<file path="src/design/dtfe_pkg.sv">
package dtfe_pkg;

  // Item kinds
  localparam logic [2:0] KIND_UP    = 3'd0;
  localparam logic [2:0] KIND_DOWN  = 3'd1;
  localparam logic [2:0] KIND_LEFT  = 3'd2;
  localparam logic [2:0] KIND_RIGHT = 3'd3;
  localparam logic [2:0] KIND_INC   = 3'd4;
  localparam logic [2:0] KIND_DEC   = 3'd5;
  localparam logic [2:0] KIND_LOAD  = 3'd6;
  localparam logic [2:0] KIND_NONE  = 3'd7;

  // Menu rows
  localparam logic [1:0] ROW_TIME   = 2'd0;
  localparam logic [1:0] ROW_LAST   = 2'd2;

  // Field cursor positions
  localparam logic [2:0] FLD_YEAR100 = 3'd0;
  localparam logic [2:0] FLD_YEAR10  = 3'd1;
  localparam logic [2:0] FLD_YEAR1   = 3'd2;
  localparam logic [2:0] FLD_MONTH   = 3'd3;
  localparam logic [2:0] FLD_DAY     = 3'd4;
  localparam logic [2:0] FLD_HOUR    = 3'd5;
  localparam logic [2:0] FLD_MINUTE  = 3'd6;
  localparam logic [2:0] FLD_LAST    = 3'd6;

  // Year saturation limits
  localparam logic [11:0] YEAR100_UP_MAX = 12'd2899;
  localparam logic [11:0] YEAR10_UP_MAX  = 12'd2989;
  localparam logic [11:0] YEAR1_UP_MAX   = 12'd2998;
  localparam logic [11:0] YEAR100_DN_MIN = 12'd1000;
  localparam logic [11:0] YEAR10_DN_MIN  = 12'd100;
  localparam logic [11:0] YEAR1_DN_MIN   = 12'd1;
  localparam logic [11:0] YEAR_STEP100   = 12'd100;
  localparam logic [11:0] YEAR_STEP10    = 12'd10;
  localparam logic [11:0] YEAR_STEP1     = 12'd1;

  // Wrap limits
  localparam logic [3:0] MONTH_MAX  = 4'd12;
  localparam logic [4:0] HOUR_MAX   = 5'd23;
  localparam logic [5:0] MINUTE_MAX = 6'd59;

  // Reset date-time
  localparam logic [11:0] YEAR_RST = 12'd2000;

  // Last day of the month; zero for a month code outside the calendar
  function automatic logic [4:0] month_last_day(input logic [3:0] month,
                                                input logic [11:0] year);
    logic [4:0] last;
    unique case (month)
      4'd1, 4'd3, 4'd5, 4'd7, 4'd8, 4'd10, 4'd12: last = 5'd31;
      4'd4, 4'd6, 4'd9, 4'd11:                     last = 5'd30;
      4'd2:    last = (year[1:0] == 2'b00) ? 5'd29 : 5'd28;
      default: last = 5'd0;
    endcase
    return last;
  endfunction

endpackage

</file>
<file path="src/design/date_time_field_editor.sv">
// Date-time field editor for a clock-setting menu.
// Input channel in_*: one word per button event or RTC load. The kind sits
// in in_tuser, the date-time to load in in_tdata (used by a load only).
// Output channel out_*: one word per input word, carrying the date-time,
// menu row and field cursor as they stand after that event.
// An accepted word enters an input register; when the output register can
// advance, it updates the state and its result lands in the output register.
// Throughput: one word per cycle while out_tready stays high; the state update is a
// single pass of small compare and add logic between the input and output registers.
// When the receiver stalls, the output word holds and the input register
// keeps one more word; in_tready drops only once both are full.
// Reset (rst_n low, synchronous) empties both registers and sets the time
// row, year hundreds cursor and 2000-01-01 00:00.
module date_time_field_editor (
  input  logic        clk,
  input  logic        rst_n,
  input  logic        in_tvalid,
  output logic        in_tready,
  input  logic [2:0]  in_tuser,   // kind
  input  logic [31:0] in_tdata,   // year[11:0], month[15:12], day[20:16], hour[25:21],
                                  // minute[31:26]
  output logic        out_tvalid,
  input  logic        out_tready,
  output logic [39:0] out_tdata   // year[11:0], month[15:12], day[20:16], hour[25:21],
                                  // minute[31:26], row[33:32], cursor[36:34], zero fill
);

  logic        s1_valid_r;
  logic [2:0]  s1_kind_r;
  logic [31:0] s1_data_r;
  logic        out_valid_r;
  logic [39:0] out_data_r;
  logic        advance;

  logic [1:0]  row_r, row_nxt;
  logic [2:0]  cursor_r, cursor_nxt;
  logic [11:0] year_r, year_nxt;
  logic [3:0]  month_r, month_nxt;
  logic [4:0]  day_r, day_nxt;
  logic [4:0]  hour_r, hour_nxt;
  logic [5:0]  minute_r, minute_nxt;
  logic [4:0]  last_day;
  logic        time_row;

  // Handshake: output register frees when empty or taken
  assign advance    = !out_valid_r || out_tready;
  assign in_tready  = !s1_valid_r || advance;
  assign out_tvalid = out_valid_r;
  assign out_tdata  = out_data_r;

  assign time_row = (row_r == dtfe_pkg::ROW_TIME);
  assign last_day = dtfe_pkg::month_last_day(month_r, year_r);

  // Next state for the word in the input register
  always_comb begin
    row_nxt    = row_r;
    cursor_nxt = cursor_r;
    year_nxt   = year_r;
    month_nxt  = month_r;
    day_nxt    = day_r;
    hour_nxt   = hour_r;
    minute_nxt = minute_r;
    unique case (s1_kind_r)
      dtfe_pkg::KIND_UP: begin
        row_nxt = (row_r == dtfe_pkg::ROW_TIME) ? dtfe_pkg::ROW_LAST : row_r - 2'd1;
      end
      dtfe_pkg::KIND_DOWN: begin
        row_nxt = (row_r >= dtfe_pkg::ROW_LAST) ? dtfe_pkg::ROW_TIME : row_r + 2'd1;
      end
      dtfe_pkg::KIND_LEFT: begin
        if (time_row) begin
          cursor_nxt = (cursor_r == dtfe_pkg::FLD_YEAR100) ? dtfe_pkg::FLD_LAST
                                                           : cursor_r - 3'd1;
        end
      end
      dtfe_pkg::KIND_RIGHT: begin
        if (time_row) begin
          cursor_nxt = (cursor_r >= dtfe_pkg::FLD_LAST) ? dtfe_pkg::FLD_YEAR100
                                                        : cursor_r + 3'd1;
        end
      end
      dtfe_pkg::KIND_INC: begin
        if (time_row) begin
          unique case (cursor_r)
            dtfe_pkg::FLD_YEAR100: begin
              if (year_r <= dtfe_pkg::YEAR100_UP_MAX) year_nxt = year_r + dtfe_pkg::YEAR_STEP100;
            end
            dtfe_pkg::FLD_YEAR10: begin
              if (year_r <= dtfe_pkg::YEAR10_UP_MAX) year_nxt = year_r + dtfe_pkg::YEAR_STEP10;
            end
            dtfe_pkg::FLD_YEAR1: begin
              if (year_r <= dtfe_pkg::YEAR1_UP_MAX) year_nxt = year_r + dtfe_pkg::YEAR_STEP1;
            end
            dtfe_pkg::FLD_MONTH: begin
              month_nxt = (month_r >= dtfe_pkg::MONTH_MAX) ? 4'd1 : month_r + 4'd1;
            end
            dtfe_pkg::FLD_DAY: begin
              // month code outside the calendar: leave the day alone
              if (last_day != 5'd0) day_nxt = (day_r >= last_day) ? 5'd1 : day_r + 5'd1;
            end
            dtfe_pkg::FLD_HOUR: begin
              hour_nxt = (hour_r >= dtfe_pkg::HOUR_MAX) ? 5'd0 : hour_r + 5'd1;
            end
            dtfe_pkg::FLD_MINUTE: begin
              minute_nxt = (minute_r >= dtfe_pkg::MINUTE_MAX) ? 6'd0 : minute_r + 6'd1;
            end
            default: ;
          endcase
        end
      end
      dtfe_pkg::KIND_DEC: begin
        if (time_row) begin
          unique case (cursor_r)
            dtfe_pkg::FLD_YEAR100: begin
              if (year_r > dtfe_pkg::YEAR100_DN_MIN) year_nxt = year_r - dtfe_pkg::YEAR_STEP100;
            end
            dtfe_pkg::FLD_YEAR10: begin
              if (year_r > dtfe_pkg::YEAR10_DN_MIN) year_nxt = year_r - dtfe_pkg::YEAR_STEP10;
            end
            dtfe_pkg::FLD_YEAR1: begin
              if (year_r > dtfe_pkg::YEAR1_DN_MIN) year_nxt = year_r - dtfe_pkg::YEAR_STEP1;
            end
            dtfe_pkg::FLD_MONTH: begin
              month_nxt = (month_r <= 4'd1) ? dtfe_pkg::MONTH_MAX : month_r - 4'd1;
            end
            dtfe_pkg::FLD_DAY: begin
              if (last_day != 5'd0) day_nxt = (day_r <= 5'd1) ? last_day : day_r - 5'd1;
            end
            dtfe_pkg::FLD_HOUR: begin
              hour_nxt = (hour_r == 5'd0) ? dtfe_pkg::HOUR_MAX : hour_r - 5'd1;
            end
            dtfe_pkg::FLD_MINUTE: begin
              minute_nxt = (minute_r == 6'd0) ? dtfe_pkg::MINUTE_MAX : minute_r - 6'd1;
            end
            default: ;
          endcase
        end
      end
      dtfe_pkg::KIND_LOAD: begin
        year_nxt   = s1_data_r[11:0];
        month_nxt  = s1_data_r[15:12];
        day_nxt    = s1_data_r[20:16];
        hour_nxt   = s1_data_r[25:21];
        minute_nxt = s1_data_r[31:26];
      end
      dtfe_pkg::KIND_NONE: ;
    endcase
  end

  // Input register: take a word whenever there is room
  always_ff @(posedge clk) begin
    if (!rst_n) begin
      s1_valid_r <= 1'b0;
    end else if (in_tready) begin
      s1_valid_r <= in_tvalid;
    end
    if (in_tready && in_tvalid) begin
      s1_kind_r <= in_tuser;
      s1_data_r <= in_tdata;
    end
  end

  // Editor state: commit when the word moves into the output register
  always_ff @(posedge clk) begin
    if (!rst_n) begin
      row_r    <= dtfe_pkg::ROW_TIME;
      cursor_r <= dtfe_pkg::FLD_YEAR100;
      year_r   <= dtfe_pkg::YEAR_RST;
      month_r  <= 4'd1;
      day_r    <= 5'd1;
      hour_r   <= 5'd0;
      minute_r <= 6'd0;
    end else if (s1_valid_r && advance) begin
      row_r    <= row_nxt;
      cursor_r <= cursor_nxt;
      year_r   <= year_nxt;
      month_r  <= month_nxt;
      day_r    <= day_nxt;
      hour_r   <= hour_nxt;
      minute_r <= minute_nxt;
    end
  end

  // Output register: hold while the receiver stalls
  always_ff @(posedge clk) begin
    if (!rst_n) begin
      out_valid_r <= 1'b0;
    end else if (advance) begin
      out_valid_r <= s1_valid_r;
    end
    if (s1_valid_r && advance) begin
      out_data_r <= {3'd0, cursor_nxt, row_nxt, minute_nxt, hour_nxt, day_nxt,
                     month_nxt, year_nxt};
    end
  end

  // Row and cursor never reach codes outside their menus
  a_row_range: assert property (@(posedge clk) disable iff (!rst_n)
    row_r != 2'd3)
    else $error("menu row reached an unused code");

  a_cursor_range: assert property (@(posedge clk) disable iff (!rst_n)
    cursor_r != 3'd7)
    else $error("field cursor reached an unused code");

  // A word leaving the input register always shows up at the output
  a_result_follows: assert property (@(posedge clk) disable iff (!rst_n)
    (s1_valid_r && advance) |=> out_valid_r)
    else $error("result word lost on its way to the output");

  // Both registers full and stalled: no new word taken
  a_full_stall: assert property (@(posedge clk) disable iff (!rst_n)
    (s1_valid_r && out_valid_r && !out_tready) |-> !in_tready)
    else $error("input taken while both stages are full");

endmodule

</file>
<file path="config.mk">
export PLATFORM = sky130hd
export DESIGN_NAME = date_time_field_editor
export DESIGN_NICKNAME = d
export VERILOG_FILES = /design/src/design/dtfe_pkg.sv /design/src/design/date_time_field_editor.sv
export SDC_FILE = /design/constraint.sdc
export NUM_CORES = 1
export LEC_CHECK = 0
export ABC_AREA = 1
export BUFFER_PORTS_ARGS = -buffer_cell sky130_fd_sc_hd__buf_2
export CORE_MARGIN = 5
export CORE_UTILIZATION = 35
export DETAILED_ROUTE_END_ITERATION = 8
export GPL_TIMING_DRIVEN = 0
export PLACE_DENSITY_LB_ADDON = 0.05
export REMOVE_ABC_BUFFERS = 1
export SLEW_MARGIN = 10
export SYNTH_ARGS = -nofsm -noshare
export SYNTH_HDL_FRONTEND = slang
export SYNTH_SLANG_ARGS = --single-unit
</file>
<file path="constraint.sdc">
create_clock -name clk -period 4.75 [get_ports clk]
set_clock_uncertainty 0.05 [all_clocks]
set_input_delay 0.475 -clock clk [delete_from_list [all_inputs] [get_ports clk]]
set_output_delay 0.475 -clock clk [all_outputs]
set_load 0.02 [all_outputs]
</file>
==> results.cfg <==
[run_status]
outcome = completed

[floorplanning]
pin_count = 81
die_w_um = 163
start_util_pct = 35.8
fp-row-count = 55
die_h_um = 163
dieArea_mm2 = 0.0265
fp.coreArea_mm2 = 0.0228

[global_route]
grt_overflow_total = 0
grt_pass1_wl_um = 40400
grt_max_degree = 61
antenna_found_initial = 0
track_usage_pct = 19.1
grt_pass1_vias = 7210

[sta]
max_freq_mhz = 260
fin_crit_sh_pct = 81.1
final-hold-violation-count = 0
rsz0062_at_grt = no
setup_viol = 0
tightest_slew_ns = 1.08
relSlewSlack_pct = 27.9
whs_ns = 0.228
slew_violations = 0
finalCriticalPeriod_ns = 3.85

[worst_setup_path]
cp-start-kind = flip-flop
slowest_stage = nor2_1
critPathKind = flip-flop to flip-flop
cpPeakStageDelay_ns = 0.81
path_common_cell = inv_1
cp.required_ns = 4.81
crit_fanout = 12
critPathArrivalTime_ns = 3.91
end_kind = flip-flop
path_cells = inv_1 > ha_1 > inv_1 > nor2_2 > buf_8 > nor2_1 > nor2_1 > inv_1 > a21oi_2 > inv_1 > a22oi_1 > nand2_1

[finish]
ff_latch_area_mm2 = 0.00294
syn2layout_area_growth_pct = 11.1
post-route-util_pct = 39.8
final_cells = 1470
drive_gt1_share_pct = 15.6
fill_cells = 2420
fin_nets = 1228
multi_input_area_mm2 = 0.00445
antennaDiodeCount = 0

[logic_synthesis]
synth.ff_latch_count = 111
synth_top_area_share_pct = 26.5
yosys-top-cells-area = edfxtp_1 (26%), nand2_1 (13%), dfxtp_1 (9.6%)
synth_area_mm2 = 0.00817
syn-mean-instance-area_um2 = 7.38
synth_cell_types = 55
yosysTopAreaCell = edfxtp_1
ys.flop_type = edfxtp_1
synth_edf_count = 72
syn_inst = 1107
yosysSeqAreaShare_pct = 36.0
synthArstFlopShare_pct = 0
yosysWarnings = 0

[clock_tree]
hold_buffers = 0
htreeDepth = 3
clk_latency_ns = 0.36
cts_tree = yes
postCtsSetupRepairBufs = 0
cts_buffers = 9
cts.path.max_buffers = 2
cts.clk_slew.worst_paths_ns = 0.09
cts_repair_resize_count = 0
cts-root-buf = clkbuf_16
clock-sinks = 111

[drt]
drt-pass1-iter-count = 5
drtIter0Drc = 506
routedWlPerCell_um = 17.3
wirelength_um = 25500
via_per_inst = 5.17
via_count = 7596
postRouteAntennaNets = 0
route.detailed.drc = 0

[pwr]
ir_worst_vdd_v = 0.000151
total_leakage_power_nw = 3.95
power_density_mw_per_mm2 = 294

[placement]
io_buffers = 77
routabilityCongestion = 0.885
dpl.cell_count = 1454
dp_hpwl_um = 17900

[job]
cap_viol_max_count = 0

[min_path]
hold_path.class = input port to flip-flop
-- Yosys cell counts (all sizes together) (4+ instances only) --
cell / number
a211oi: 8
o211ai: 17
a21oi: 73
nor3: 9
inv: 129
buf: 40
a22oi: 7
nand3: 120
edfxtp: 72
dfxtp: 39
clkbuf: 9
o221ai: 5
nand2: 294
ha: 37
or2: 4
nand4: 21
o21ai: 87
o22ai: 5
xor2: 18
a31oi: 4
nor2: 84
-- cell usage in the layout, fill, tap and decap left out, types with 18 or more instances in the layout --
cell type and count:
a21oi_1 70, buf_2 77, dfxtp_1 39, edfxtp_1 72, ha_1 37, inv_1 103, inv_2 22, nand2_1 281
nand3_1 111, nand4_1 19, nor2_1 67, o21ai_0 68, o21ai_1 18, xor2_1 18
-- area by class of cell --
type | count | share of cell area, %
repair buffers | 81 | 5.16
multi-input cells | 819 | 49.0
inverters | 130 | 5.49
flip-flops and latches | 111 | 32.4
well taps | 313 | 4.32
clock inverters | 7 | 1.08
clock buffers | 9 | 2.48
-- cell families (layout without fill, tap and decap cells) --
logic type	after synthesis	after routing	synth area share [%]
simple gates	535	535	29.9
compound gates	225	225	16.6
buf+inv	179	227	9.70
flops	111	111	36.0
fa+ha+maj	37	37	5.67
xor+xnor	19	19	2.04
other cells	1	3	0.0459
-- worst paths after layout --
path                            start                       to  slack, ns  cells past startpoint
min reg2reg   out_tvalid$_SDFFE_PN0P_  out_tvalid$_SDFFE_PN0P_       0.48                      2
max          cursor_r[0]$_SDFFE_PN0P_  out_tdata[10]$_DFFE_PP_       0.90                     12
max reg2reg  cursor_r[0]$_SDFFE_PN0P_  out_tdata[10]$_DFFE_PP_       0.90                     12
min                      in_tdata[29]  s1_data_r[29]$_DFFE_PP_       0.23                      1
-- metal layers --
layer,track usage [%],vias to the layer above,part of all wire [%]
met4,3.39,0,0.87
met3,2.58,17,4.9
met1,27.6,3541,49
met2,31.1,197,45
met5,0,-,0
li1,-,3841,-
-- registers in the layout, indices dropped and copies added (netlist names), 2 cells and up --
register   cells
out_tdata     37
month_r        4
day_r          5
minute_r       6
year_r        12
row_r          2
s1_data_r     32
cursor_r       3
s1_kind_r      3
hour_r         5
-- critical path, delay by kind of cell (launching register included) --
kind | cells | cell delay (ns)
AND/OR/NAND/NOR | 4 | 1.43
adder cells (fa/ha/maj) | 1 | 0.24
buffers and inverters | 5 | 0.88
flip-flops | 1 | 0.35
AO/OA/AOI/OAI | 2 | 0.65
-- metrics by stage --
step	power, mW	cell area (µm²)	setup TNS [ns]	setup WS (ns)
3_3_place_gp	1.85	8650	-21.22	-0.537
5_1_grt	2.82	9070	0	0.654
6_report	2.66	9070	0	0.897
4_1_cts	2.70	9070	0	0.884
2_1_floorplan	1.63	7880	0	1.71
3_5_place_dp	1.85	8750	0	0.916
-- power by group --
part	total (mW)	switching (mW)	internal, mW
registers	1.17	0.0717	1.10
clock network	0.827	0.399	0.429
logic	0.665	0.454	0.211
Note: power is estimated with default switching activity, not from simulation.
